File: config.mk
export PLATFORM = sky130hd
export DESIGN_NAME = bounded_byte_stream_fifo
export DESIGN_NICKNAME = d
export VERILOG_FILES = /design/src/sv/bbsf_pkg.sv /design/src/sv/bbsf_queue.sv /design/src/sv/bbsf_front.sv /design/src/sv/bbsf_back.sv /design/src/sv/bounded_byte_stream_fifo.sv
export SDC_FILE = /design/constraint.sdc
export NUM_CORES = 2
export LEC_CHECK = 0
export ABC_AREA = 1
export BUFFER_PORTS_ARGS = -buffer_cell sky130_fd_sc_hd__buf_2
export CAP_MARGIN = 5
export CORE_ASPECT_RATIO = 1.25
export CORE_UTILIZATION = 55
export DETAILED_ROUTE_END_ITERATION = 8
export PLACE_DENSITY = 0.76
export SLEW_MARGIN = 10
export SYNTH_ARGS = -nofsm -noshare
export SYNTH_HDL_FRONTEND = slang
export SYNTH_HIERARCHICAL = 1
export SYNTH_SLANG_ARGS = --single-unit
File: constraint.sdc
create_clock -name clk -period 11.9 [get_ports clk]
set_clock_uncertainty 0.1 [all_clocks]
set_input_delay 2.38 -clock clk [delete_from_list [all_inputs] [get_ports clk]]
set_output_delay 2.38 -clock clk [all_outputs]
set_load 0.03 [all_outputs]
File: src/sv/bbsf_pkg.sv
// shared types and constants for the bounded byte stream fifo
package bbsf_pkg;

	localparam int CAPACITY_MAX = 64;
	localparam int ADDR_W       = $clog2(CAPACITY_MAX);
	localparam int CNT_W        = $clog2(CAPACITY_MAX + 1);
	localparam int CFG_W        = 7;
	localparam int LEN_W        = 7;
	localparam int TOT_W        = 64;
	localparam int QUEUE_DEPTH  = 2;
	localparam int QPTR_W       = $clog2(QUEUE_DEPTH);
	localparam int QCNT_W       = $clog2(QUEUE_DEPTH + 1);

	typedef enum logic [2:0] {
		ACT_WRITE = 3'd0,
		ACT_PEEK  = 3'd1,
		ACT_POP   = 3'd2,
		ACT_READ  = 3'd3,
		ACT_END   = 3'd4,
		ACT_QUERY = 3'd5
	} bbsf_action_t;

	typedef enum logic [2:0] {
		ST_OK        = 3'd0,
		ST_FULL      = 3'd1,
		ST_CLOSED    = 3'd2,
		ST_STICKY    = 3'd3,
		ST_UNDERFLOW = 3'd4
	} bbsf_status_t;

	typedef struct packed {
		logic [2:0]       action;
		logic [7:0]       byte_in;
		logic [LEN_W-1:0] length;
	} bbsf_cmd_t;

	typedef struct packed {
		logic [7:0]       byte_out;
		logic             byte_valid;
		logic             last;
		logic [2:0]       status;
		logic [6:0]       occupancy;
		logic [6:0]       space_left;
		logic [TOT_W-1:0] total_written;
		logic [TOT_W-1:0] total_read;
		logic             input_closed;
		logic             end_of_stream;
		logic             error_flag;
	} bbsf_result_t;

	// one classified request waiting for the back end
	typedef struct packed {
		logic              run;
		logic              is_read;
		logic [ADDR_W-1:0] start;
		logic [CNT_W-1:0]  n;
		logic [2:0]        status;
		logic [6:0]        occupancy;
		logic [6:0]        space_left;
		logic [TOT_W-1:0]  total_written;
		logic [TOT_W-1:0]  total_read;
		logic              input_closed;
		logic              end_of_stream;
		logic              error_flag;
	} bbsf_job_t;

	typedef struct packed {
		logic              en;
		logic [ADDR_W-1:0] addr;
		logic [7:0]        data;
	} bbsf_wr_t;

	typedef struct packed {
		logic read_done;
	} bbsf_back_stat_t;

endpackage

File: src/sv/bbsf_queue.sv
// two-entry job queue between front and back
module bbsf_queue import bbsf_pkg::*; (
	input  logic      clk,
	input  logic      arst_n,
	input  logic      push,
	input  bbsf_job_t push_job,
	input  logic      pop,
	output bbsf_job_t head_job,
	output logic      not_empty,
	output logic      full
);

	bbsf_job_t          entry_q [QUEUE_DEPTH];
	logic [QPTR_W-1:0]  wr_ptr_q;
	logic [QPTR_W-1:0]  rd_ptr_q;
	logic [QCNT_W-1:0]  cnt_q;

	assign head_job  = entry_q[rd_ptr_q];
	assign not_empty = (cnt_q != '0);
	assign full      = (cnt_q == QCNT_W'(QUEUE_DEPTH));

	always_ff @(posedge clk) begin
		if (push) begin
			entry_q[wr_ptr_q] <= push_job;
		end
	end

	always_ff @(posedge clk or negedge arst_n) begin
		if (!arst_n) begin
			wr_ptr_q <= '0;
			rd_ptr_q <= '0;
			cnt_q    <= '0;
		end else begin
			if (push) begin
				wr_ptr_q <= wr_ptr_q + QPTR_W'(1);
			end
			if (pop) begin
				rd_ptr_q <= rd_ptr_q + QPTR_W'(1);
			end
			if (push && !pop) begin
				cnt_q <= cnt_q + QCNT_W'(1);
			end else if (pop && !push) begin
				cnt_q <= cnt_q - QCNT_W'(1);
			end
		end
	end

endmodule

File: src/sv/bbsf_front.sv
// front end: takes requests, keeps the fifo bookkeeping, queues jobs
module bbsf_front import bbsf_pkg::*; (
	input  logic             clk,
	input  logic             arst_n,
	input  logic             start,
	input  bbsf_cmd_t        cmd,
	input  logic             cfg_we,
	input  logic [CFG_W-1:0] cfg_data,
	input  logic             q_full,
	input  bbsf_back_stat_t  back_stat,
	output logic             busy,
	output logic             push,
	output bbsf_job_t        job,
	output bbsf_wr_t         wr
);

	logic [CFG_W-1:0]  cap_q;
	logic [ADDR_W-1:0] head_q;
	logic [CNT_W-1:0]  cnt_q;
	logic [TOT_W-1:0]  wtot_q;
	logic [TOT_W-1:0]  rtot_q;
	logic              closed_q;
	logic              err_q;
	logic              lock_q;

	logic [ADDR_W-1:0] head_n;
	logic [CNT_W-1:0]  cnt_n;
	logic [TOT_W-1:0]  wtot_n;
	logic [TOT_W-1:0]  rtot_n;
	logic              closed_n;
	logic              err_n;
	logic              lock_set;
	logic [CNT_W-1:0]  eff_cap;
	logic [CNT_W-1:0]  len;
	logic [CNT_W-1:0]  peek_n;

	assign busy    = q_full || lock_q;
	assign push    = start && !busy;
	assign eff_cap = (cap_q > CFG_W'(CAPACITY_MAX)) ? CNT_W'(CAPACITY_MAX) : CNT_W'(cap_q);
	assign len     = CNT_W'(cmd.length);
	assign peek_n  = (len < cnt_q) ? len : cnt_q;

	always_comb begin
		head_n      = head_q;
		cnt_n       = cnt_q;
		wtot_n      = wtot_q;
		rtot_n      = rtot_q;
		closed_n    = closed_q;
		err_n       = err_q;
		lock_set    = 1'b0;
		wr.en       = 1'b0;
		wr.addr     = head_q + cnt_q[ADDR_W-1:0];
		wr.data     = cmd.byte_in;
		job.run     = 1'b0;
		job.is_read = 1'b0;
		job.start   = head_q;
		job.n       = '0;
		job.status  = ST_OK;
		unique case (cmd.action)
			ACT_WRITE: begin
				if (err_q) begin
					job.status = ST_STICKY;
				end else if (closed_q) begin
					job.status = ST_CLOSED;
				end else if (cnt_q >= eff_cap) begin
					job.status = ST_FULL;
				end else begin
					wr.en  = push;
					cnt_n  = cnt_q + CNT_W'(1);
					wtot_n = wtot_q + TOT_W'(1);
				end
			end
			ACT_PEEK: begin
				if (err_q) begin
					job.status = ST_STICKY;
				end else begin
					job.run = (peek_n != '0);
					job.n   = peek_n;
				end
			end
			ACT_POP, ACT_READ: begin
				if (err_q) begin
					job.status = ST_STICKY;
				end else if (len > cnt_q) begin
					err_n      = 1'b1;
					job.status = ST_UNDERFLOW;
				end else begin
					head_n = head_q + len[ADDR_W-1:0];
					cnt_n  = cnt_q - len;
					rtot_n = rtot_q + TOT_W'(len);
					// a read run frees slots it still has to read out
					if (cmd.action == ACT_READ && len != '0) begin
						job.run     = 1'b1;
						job.is_read = 1'b1;
						job.n       = len;
						lock_set    = 1'b1;
					end
				end
			end
			ACT_END: begin
				closed_n = 1'b1;
			end
			default: begin
			end
		endcase
		job.occupancy     = 7'(cnt_n);
		job.space_left    = (eff_cap > cnt_n) ? 7'(eff_cap - cnt_n) : 7'd0;
		job.total_written = wtot_n;
		job.total_read    = rtot_n;
		job.input_closed  = closed_n;
		job.end_of_stream = closed_n && (cnt_n == '0);
		job.error_flag    = err_n;
	end

	always_ff @(posedge clk or negedge arst_n) begin
		if (!arst_n) begin
			cap_q    <= CFG_W'(CAPACITY_MAX);
			head_q   <= '0;
			cnt_q    <= '0;
			wtot_q   <= '0;
			rtot_q   <= '0;
			closed_q <= 1'b0;
			err_q    <= 1'b0;
			lock_q   <= 1'b0;
		end else begin
			if (cfg_we) begin
				cap_q <= cfg_data;
			end
			if (push) begin
				head_q   <= head_n;
				cnt_q    <= cnt_n;
				wtot_q   <= wtot_n;
				rtot_q   <= rtot_n;
				closed_q <= closed_n;
				err_q    <= err_n;
			end
			if (push && lock_set) begin
				lock_q <= 1'b1;
			end else if (back_stat.read_done) begin
				lock_q <= 1'b0;
			end
		end
	end

endmodule

File: src/sv/bbsf_back.sv
// back end: byte store and result sequencing, one result per cycle
module bbsf_back import bbsf_pkg::*; (
	input  logic            clk,
	input  logic            arst_n,
	input  bbsf_wr_t        wr,
	input  logic            q_valid,
	input  bbsf_job_t       q_job,
	output logic            q_pop,
	output bbsf_back_stat_t back_stat,
	output logic            strobe,
	output bbsf_result_t    result
);

	logic [7:0]        mem [CAPACITY_MAX];
	logic              active_q;
	logic [CNT_W-1:0]  idx_q;
	bbsf_job_t         cur_q;

	logic              strobe_s1;
	logic              bv_s1;
	logic              last_s1;
	bbsf_job_t         snap_s1;
	logic [7:0]        rdata_s1;

	bbsf_job_t         emit_job;
	logic [CNT_W-1:0]  emit_idx;
	logic              emit;
	logic              elem_last;
	logic [ADDR_W-1:0] rd_addr;

	assign q_pop = !active_q && q_valid;
	assign emit  = active_q || q_pop;

	always_comb begin
		if (active_q) begin
			emit_job = cur_q;
			emit_idx = idx_q;
		end else begin
			emit_job = q_job;
			emit_idx = '0;
		end
		elem_last = !emit_job.run || (emit_idx == emit_job.n - CNT_W'(1));
		rd_addr   = emit_job.start + emit_idx[ADDR_W-1:0];
	end

	assign back_stat.read_done = emit && emit_job.run && emit_job.is_read && elem_last;

	always_ff @(posedge clk) begin
		if (wr.en) begin
			mem[wr.addr] <= wr.data;
		end
		rdata_s1 <= mem[rd_addr];
		if (emit) begin
			snap_s1 <= emit_job;
		end
		if (q_pop) begin
			cur_q <= q_job;
		end
		idx_q <= emit_idx + CNT_W'(1);
	end

	always_ff @(posedge clk or negedge arst_n) begin
		if (!arst_n) begin
			active_q  <= 1'b0;
			strobe_s1 <= 1'b0;
			bv_s1     <= 1'b0;
			last_s1   <= 1'b0;
		end else begin
			active_q  <= emit && emit_job.run && !elem_last;
			strobe_s1 <= emit;
			bv_s1     <= emit && emit_job.run;
			last_s1   <= elem_last;
		end
	end

	assign strobe               = strobe_s1;
	assign result.byte_out      = bv_s1 ? rdata_s1 : 8'd0;
	assign result.byte_valid    = bv_s1;
	assign result.last          = last_s1;
	assign result.status        = snap_s1.status;
	assign result.occupancy     = snap_s1.occupancy;
	assign result.space_left    = snap_s1.space_left;
	assign result.total_written = snap_s1.total_written;
	assign result.total_read    = snap_s1.total_read;
	assign result.input_closed  = snap_s1.input_closed;
	assign result.end_of_stream = snap_s1.end_of_stream;
	assign result.error_flag    = snap_s1.error_flag;

endmodule

File: src/sv/bounded_byte_stream_fifo.sv
// top level of the bounded byte stream fifo
// a request (cmd) is taken at a rising edge with start high and busy low.
// actions: write one byte, peek, pop, read, end input, status query.
// every request gives at least one result on result, marked by strobe for
// one cycle; the receiver cannot stall it. peek and read give one result per
// byte with last on the final one, every other request a single result.
// the first result of a request leaves through the job queue and the back end's
// output register; results stream one per cycle.
// single-result requests are taken one per cycle while busy is low; a run of
// bytes holds the back end, limited by the one store read port,
// while the two-entry job queue lets the front keep taking requests.
// after a read with bytes, busy stays high until its last byte is read out
// of the store, since later writes may reuse the freed slots.
// capacity is written through cfg_we/cfg_data while idle; values above 64
// act as 64. reset clears counts, totals, flags and sets capacity to 64;
// the store itself is not cleared, only written bytes are ever returned.
module bounded_byte_stream_fifo import bbsf_pkg::*; (
	input  logic             clk,
	input  logic             arst_n,
	input  logic             start,
	output logic             busy,
	input  bbsf_cmd_t        cmd,
	input  logic             cfg_we,
	input  logic [CFG_W-1:0] cfg_data,
	output logic             strobe,
	output bbsf_result_t     result
);

	logic            q_full;
	logic            q_not_empty;
	logic            q_pop;
	logic            push;
	bbsf_job_t       push_job;
	bbsf_job_t       head_job;
	bbsf_wr_t        wr;
	bbsf_back_stat_t back_stat;

	bbsf_front u_front (
		.clk       (clk),
		.arst_n    (arst_n),
		.start     (start),
		.cmd       (cmd),
		.cfg_we    (cfg_we),
		.cfg_data  (cfg_data),
		.q_full    (q_full),
		.back_stat (back_stat),
		.busy      (busy),
		.push      (push),
		.job       (push_job),
		.wr        (wr)
	);

	bbsf_queue u_queue (
		.clk       (clk),
		.arst_n    (arst_n),
		.push      (push),
		.push_job  (push_job),
		.pop       (q_pop),
		.head_job  (head_job),
		.not_empty (q_not_empty),
		.full      (q_full)
	);

	bbsf_back u_back (
		.clk       (clk),
		.arst_n    (arst_n),
		.wr        (wr),
		.q_valid   (q_not_empty),
		.q_job     (head_job),
		.q_pop     (q_pop),
		.back_stat (back_stat),
		.strobe    (strobe),
		.result    (result)
	);

endmodule

# Word level (Yosys, flattened, before mapping)

Memories as Yosys holds them, arrays and structs flattened. A register that Yosys moved wholly into a read port is not among the register bits.
Cells that the tools add are included.

Equality and inequality tests: 6
Bitwise logic cells: 2
$add $sub $neg: 14
Order comparisons: 5
Reductions and logical operators: 29
Multiplexer cells: 57

Operators with widths:

| kind                                                                  | count |
|---|---|
| 64-bit two-way mux                                                    | 7 |
| 163-bit two-way mux                                                   | 1 |
| 7-bit two-way mux                                                     | 13 |
| 64-bit by 1-bit adder with 64-bit output, second input constant       | 1 |
| 64-bit by 7-bit adder with 64-bit output                              | 1 |
| 7-bit one-hot mux with 2 select lines                                 | 2 |
| 1-bit two-way mux                                                     | 21 |
| 6-bit adder                                                           | 3 |
| 7-bit by 1-bit adder with 7-bit output, second input constant         | 2 |
| 7-bit greater-than comparator                                         | 2 |
| 7-bit nonzero test                                                    | 2 |
| 7-bit subtractor                                                      | 2 |
| 2-bit two-way mux                                                     | 6 |
| 3-bit two-way mux                                                     | 4 |
| 1-bit logical AND                                                     | 11 |
| 3-bit one-hot mux with 3 select lines                                 | 1 |
| 8-bit two-way mux                                                     | 1 |
| 7-bit equality test                                                   | 1 |
| 7-bit >= comparator                                                   | 1 |
| 7-bit greater-than comparator, second input constant                  | 1 |
| 7-bit zero test                                                       | 1 |
| 7-bit < comparator                                                    | 1 |
| 7-bit by 1-bit subtractor with 7-bit output, second input constant    | 1 |
| 3-bit by 2-bit equality test with 1-bit output, second input constant | 2 |
| 14 further kinds                                                      | 25 |

Word-level logic and storage cells: 151
Register bits: 477
Bits in writable memories: 838
Input bits: 29
Output and inout bits: 160
Memories: 2

Memory list:

| name            | words | bits a word | rd ports | clocked after Yosys merged registers in | write ports | line             | RTL |
|---|---|---|---|---|---|---|---|
| u_back.mem      | 64    | 8           | 1        | 1                                       | 1           | bbsf_back.sv:14  | `logic [7:0] mem [CAPACITY_MAX];` |
| u_queue.entry_q | 2     | 163         | 1        | 0                                       | 1           | bbsf_queue.sv:13 | `bbsf_job_t entry_q [QUEUE_DEPTH];` |

# Depth between registers and ports, before layout

Depth after elaboration: 10
Mapped depth: 30
Depth with buffers taken out: 30

# Cells and area by module

Netlist, hierarchy kept.

By module, submodules not included:

| module     | times used | cells each | area each (um^2) | seq. area each (um^2) |
|---|---|---|---|---|
| bbsf_back  | 1          | 2,793      | 33,512.1         | 25,114.1 |
| bbsf_front | 1          | 1,891      | 12,214.2         | 3,779.9 |
| bbsf_queue | 1          | 532        | 12,064.1         | 9,889.5 |

# Least setup slack after synthesis

Ideal clock, no wire load.

Path type: input port to flip-flop
From: input port start
To: memory u_queue/entry_q[0][0] (netlist bit), enable pin
Slack: 1.003 ns
Setup time: 0.688 ns
Path buffers: 2
Data required time: 11.112 ns
Data arrival time: 10.109 ns
Stages on the path: 6
Cells stage by stage: nand3_1 -> inv_1 -> clkbuf_1 -> clkbuf_1 -> inv_1 -> nor2_1

Word-level cells in the longest chain between the ends: 3

RTL lines:

| element                                 | line                           | RTL |
|---|---|---|
| start: declaration                      | bounded_byte_stream_fifo.sv:20 | `input logic start,` |
| 1-bit logical AND                       | bbsf_front.sv:38               | `assign push = start && !busy;` |
| named net push                          | bounded_byte_stream_fifo.sv:32 | `logic push;` |
| 1-bit two-way mux                       | bbsf_queue.sv:23               | `if (push) begin` |
| 1-bit two-way mux (not written as such) | bbsf_queue.sv:24               | `entry_q[wr_ptr_q] <= push_job;` |
| end: declaration                        | bbsf_queue.sv:13               |  |

The timed path passes the listed nets, and every way through them passes these cells.

==> impl_metrics.csv <==
group,metric,value,unit
clock_tree,cts_max_level,3,
pwr,vdd.ir_drop.worst,0.000240,V
detailed_routing,routed_via_density,5.68,
global_routing,grt_util_overall,0.260,
yosys,postSynthCellCount,5216,
setup_path,rrSetupSlack,6.27,ns
yosys,yosys_register_bits,1323,
setup_path,cp_max_fo,16,
place,numPortBuffers,188,
setup_path,startpoint_type,"primary input",
yosys,synth.mux.area_fraction,0.0319,
finish,layout.cell_area.non_filler,63500,µm²
run_status,run_status,"finished clean",
yosys,post_synth_xor_area_fraction,0.0172,
timing,timing.slew.headroom,0.208,
yosys,ys_top_cells_by_area,"sky130_fd_sc_hd__edfxtp_1 60%, sky130_fd_sc_hd__nand2_1 10%, sky130_fd_sc_hd__dfrtp_1 6.8%",
detailed_routing,routed_wl,139000,µm
yosys,synth.yosys.warnings,6,
finish,layout_common_cells,"1546 x sky130_fd_sc_hd__nand2_1, 1149 x sky130_fd_sc_hd__edfxtp_1, 485 x sky130_fd_sc_hd__nand3_1, 468 x sky130_fd_sc_hd__nor2_1, 318 x sky130_fd_sc_hd__inv_1",
global_routing,antenna_violations_before_repair,7,
setup_path,reg2reg_from,"u_queue/rd_ptr_q$_DFFE_PN0P_",
place,gp_congestion,0.952,
finish,layout-drive-gt1-share,0.116,
yosys,synth.cell_area,57800,µm²
hold_path,hold_start,"u_back/idx_q[0]$_DFF_P_",
floorplanning,fp.dieArea,106000,µm²
pwr,p_comb_frac,0.015,
timing,tightestPinTransition,1.19,ns
timing,min_period_over_period,0.512,
clock_tree,clkSlewWorstSetupHoldPaths,0.06,ns
timing,slew_violations,0,
setup_path,required,12.17,ns
finish,final_common_cell,"sky130_fd_sc_hd__nand2_1",
flow_run,max_cap_violations,0,
finish,nNetsFinal,5418,
timing,fmaxAchievable,0.164,GHz
floorplanning,starting_utilization_of_the_core_area,0.556,
pwr,power.internal,7190,µW
clock_tree,post_cts_resize_count,0,
yosys,synth_area_per_cell,11.1,µm²
hold_path,hold_endpoint,"u_back/idx_q[0]$_DFF_P_",
place,dpl.hpwl,89400,µm
clock_tree,clock_tree.buffer_depth,3,
setup_path,cp-end-kind,"flip-flop",
detailed_routing,detailedRoute.firstIterationViolations,3743,
clock_tree,clk_latency,0.73,ns
setup_path,reg2regPathDepth,16,
global_routing,grt_start_max_net_pins,198,
floorplanning,die_w,292,µm
floorplanning,core_area,104000,µm²
yosys,synth_compound_gate_area_share,0.0281,
hold_path,hold_path.class,"reg2reg",
detailed_routing,wl_per_cell,20.6,µm
timing,setup_viol,0,
detailed_routing,routed-via-count,38495,
timing,final.setup.worst_slack,5.81,ns
setup_path,cp_data_arrival_time,6.35,ns
global_routing,grt-ovfl-total,0,
finish,syn2layout_area_growth,9.81,%
pwr,cellPowerDensity,142,nW/µm²
setup_path,path_cells,"buf_2, nor2_1, nand2_2, nor2_4, nand2_2, nor2_1, nand4_1, nor2_1",
timing,hold_viol_final,0,
detailed_routing,ant_nets,0,
floorplanning,floorplan.io_pins,189,
timing,fin_crit,6.09,ns
yosys,synth.net_count,5299,
floorplanning,die_y,364,µm
clock_tree,post_cts_hold_buffer_count,0,
clock_tree,cts_tree,"done",
timing,timing.setup.tns,0,ns
clock_tree,clock_root_cell,"sky130_fd_sc_hd__clkbuf_16",
yosys,synth_adder_area_share,0.0125,
pwr,clkPwrFrac,0.428,
global_routing,global_route_wire_length_before_repair,211000,µm
yosys,synth-simple-area-share,0.195,
yosys,synth_largest_area_cell,"sky130_fd_sc_hd__edfxtp_1",
timing,rsz0062_at_grt,"no",
pwr,switching_share,0.200,
pwr,switchingPower,1800,µW
setup_path,cpPeakStageDelay,0.97,ns
clock_tree,cts_setup_buffers,0,
floorplanning,placementRows,132,
setup_path,critical_path.reg2reg.endpoint,"u_back/rdata_s1[5]$_DFF_P_",
pwr,power_frac_seq,0.558,
global_routing,first_global_vias,37166,
setup_path,timing.critical_path.slowest_stage_cell,"sky130_fd_sc_hd__nand4_1",
pwr,leakage,0.0235,µW
clock_tree,cts.sink_count,1323,
yosys,synth.distinct_cells,54,
setup_path,crit_top_cell,"sky130_fd_sc_hd__nor2_1",
detailed_routing,route.detailed.drc,0,
yosys,synth_sequential_area_ratio,0.671,
place,pre_cts_ws,5.30,ns
hold_path,number_of_instances_on_the_worst_hold_path,1,
detailed_routing,detail_route.first_pass.iterations,8,
clock_tree,tritoncts.num_buffers,119,
finish,final_core_utilization,0.611,
place,dpl_cell_area,59500,µm²
yosys,synth_top_family_by_area,"simple AND/OR/NAND/NOR gates",
setup_path,worst-setup-path-type,"in2reg",
yosys,synth.top_cell.area_share,0.597,
pwr,report.power.total,8990,µW
## worst max-delay path by stage
stage	start	end	slack [ns]	cells past startpoint
2_1_floorplan	start	u_queue/entry_q[0][0]$_DFFE_PP_	1.00	6
3_3_place_gp	cmd[16]	u_back/mem[33][5]$_DFFE_PP_	5.43	8
3_5_place_dp	cmd[16]	u_back/mem[10][0]$_DFFE_PP_	5.30	8
4_1_cts	cmd[16]	u_back/mem[10][0]$_DFFE_PP_	6.08	8
5_1_grt	cmd[16]	u_back/mem[9][3]$_DFFE_PP_	5.75	8
6_report	cmd[16]	u_back/mem[25][5]$_DFFE_PP_	5.81	8
## power groups by stage
| stage | combinational (µW) | clock (µW) | sequential [µW] |
|---|---|---|---|
| finish | 134 | 3840 | 5010 |
| global route | 148 | 4080 | 5010 |
| CTS | 135 | 3900 | 5010 |
| detailed placement | 134 | 0 | 5110 |
| global placement | 134 | 0 | 5110 |
| floorplan | 72.8 | 0 | 5110 |
## kinds of logic (layout without fill, tap and decap cells)
| group | Yosys count | after routing |
|---|---|---|
| AO/OA/AOI/OAI | 310 | 310 |
| XOR/XNOR | 108 | 108 |
| adder cells (fa/ha/maj) | 54 | 54 |
| buffers and inverters | 548 | 772 |
| flip-flops | 1323 | 1323 |
| multiplexers | 164 | 164 |
| other | 0 | 2 |
| AND/OR/NAND/NOR | 2709 | 2709 |
## layer usage
metal / share of wire / vias up / track usage / wire length, µm
li1: - / 18012 / - / -
met1: 0.39 / 18530 / 0.332 / 54900
met2: 0.50 / 1622 / 0.446 / 69400
met3: 0.069 / 321 / 0.0374 / 9640
met4: 0.039 / 10 / 0.109 / 5390
met5: 0.00041 / - / 0 / 57
## sequential cells by signal, indices dropped and copies added, names as in the netlist, 2 cells and up
register	flops
u_front/wtot_q	64
u_back/mem	512
u_front/head_q	6
u_back/idx_q	7
u_front/rtot_q	64
u_queue/entry_q	326
u_back/rdata_s1	8
u_back/cur_q	163
u_front/cnt_q	7
u_queue/cnt_q	2
u_front/cap_q	7
u_back/result	148
## cell usage after synthesis (all sizes together)
cell type and number:
a211oi 1, a21o 3, a21oi 26, a41oi 1
and2 12, buf 120, clkbuf 98, clkinv 2
dfrtp 158, dfstp 1, dfxtp 15, edfxtp 1149
fa 6, ha 48, inv 328, mux2 163
mux2i 1, nand2 1554, nand3 486, nand3b 2
nand4 81, nor2 489, nor3 59, nor3b 1
nor4 22, nor4b 1, o211ai 1, o21ai 267
o21bai 3, o22ai 6, o31ai 1, o32ai 1
or2 2, xnor2 28, xor2 80
## layout make-up
| type | count | area, µm² |
|---|---|---|
| Multi-Input combinational cell | 3345 | 16600 |
| Antenna cell | 2 | 5.00 |
| Inverter | 330 | 1260 |
| Tap cell | 1340 | 1680 |
| Fill cell | 7933 | 40400 |
| Timing Repair Buffer | 216 | 1200 |
| Clock buffer | 152 | 3230 |
| Sequential cell | 1323 | 38800 |
| Clock inverter | 74 | 734 |
## per-stage QoR
step                instances  hold slack [ns]
floorplan                5216            0.306
global placement         6554            0.329
detailed placement       6554            0.333
CTS                      6780            0.346
global route             6781            0.376
finish                   6782            0.346
## critical path: cells and delay by family
kind	cells	cell delay, ns
buf+inv	1	0.11
simple gates	7	3.84
Power figures use the tool's default switching activity.
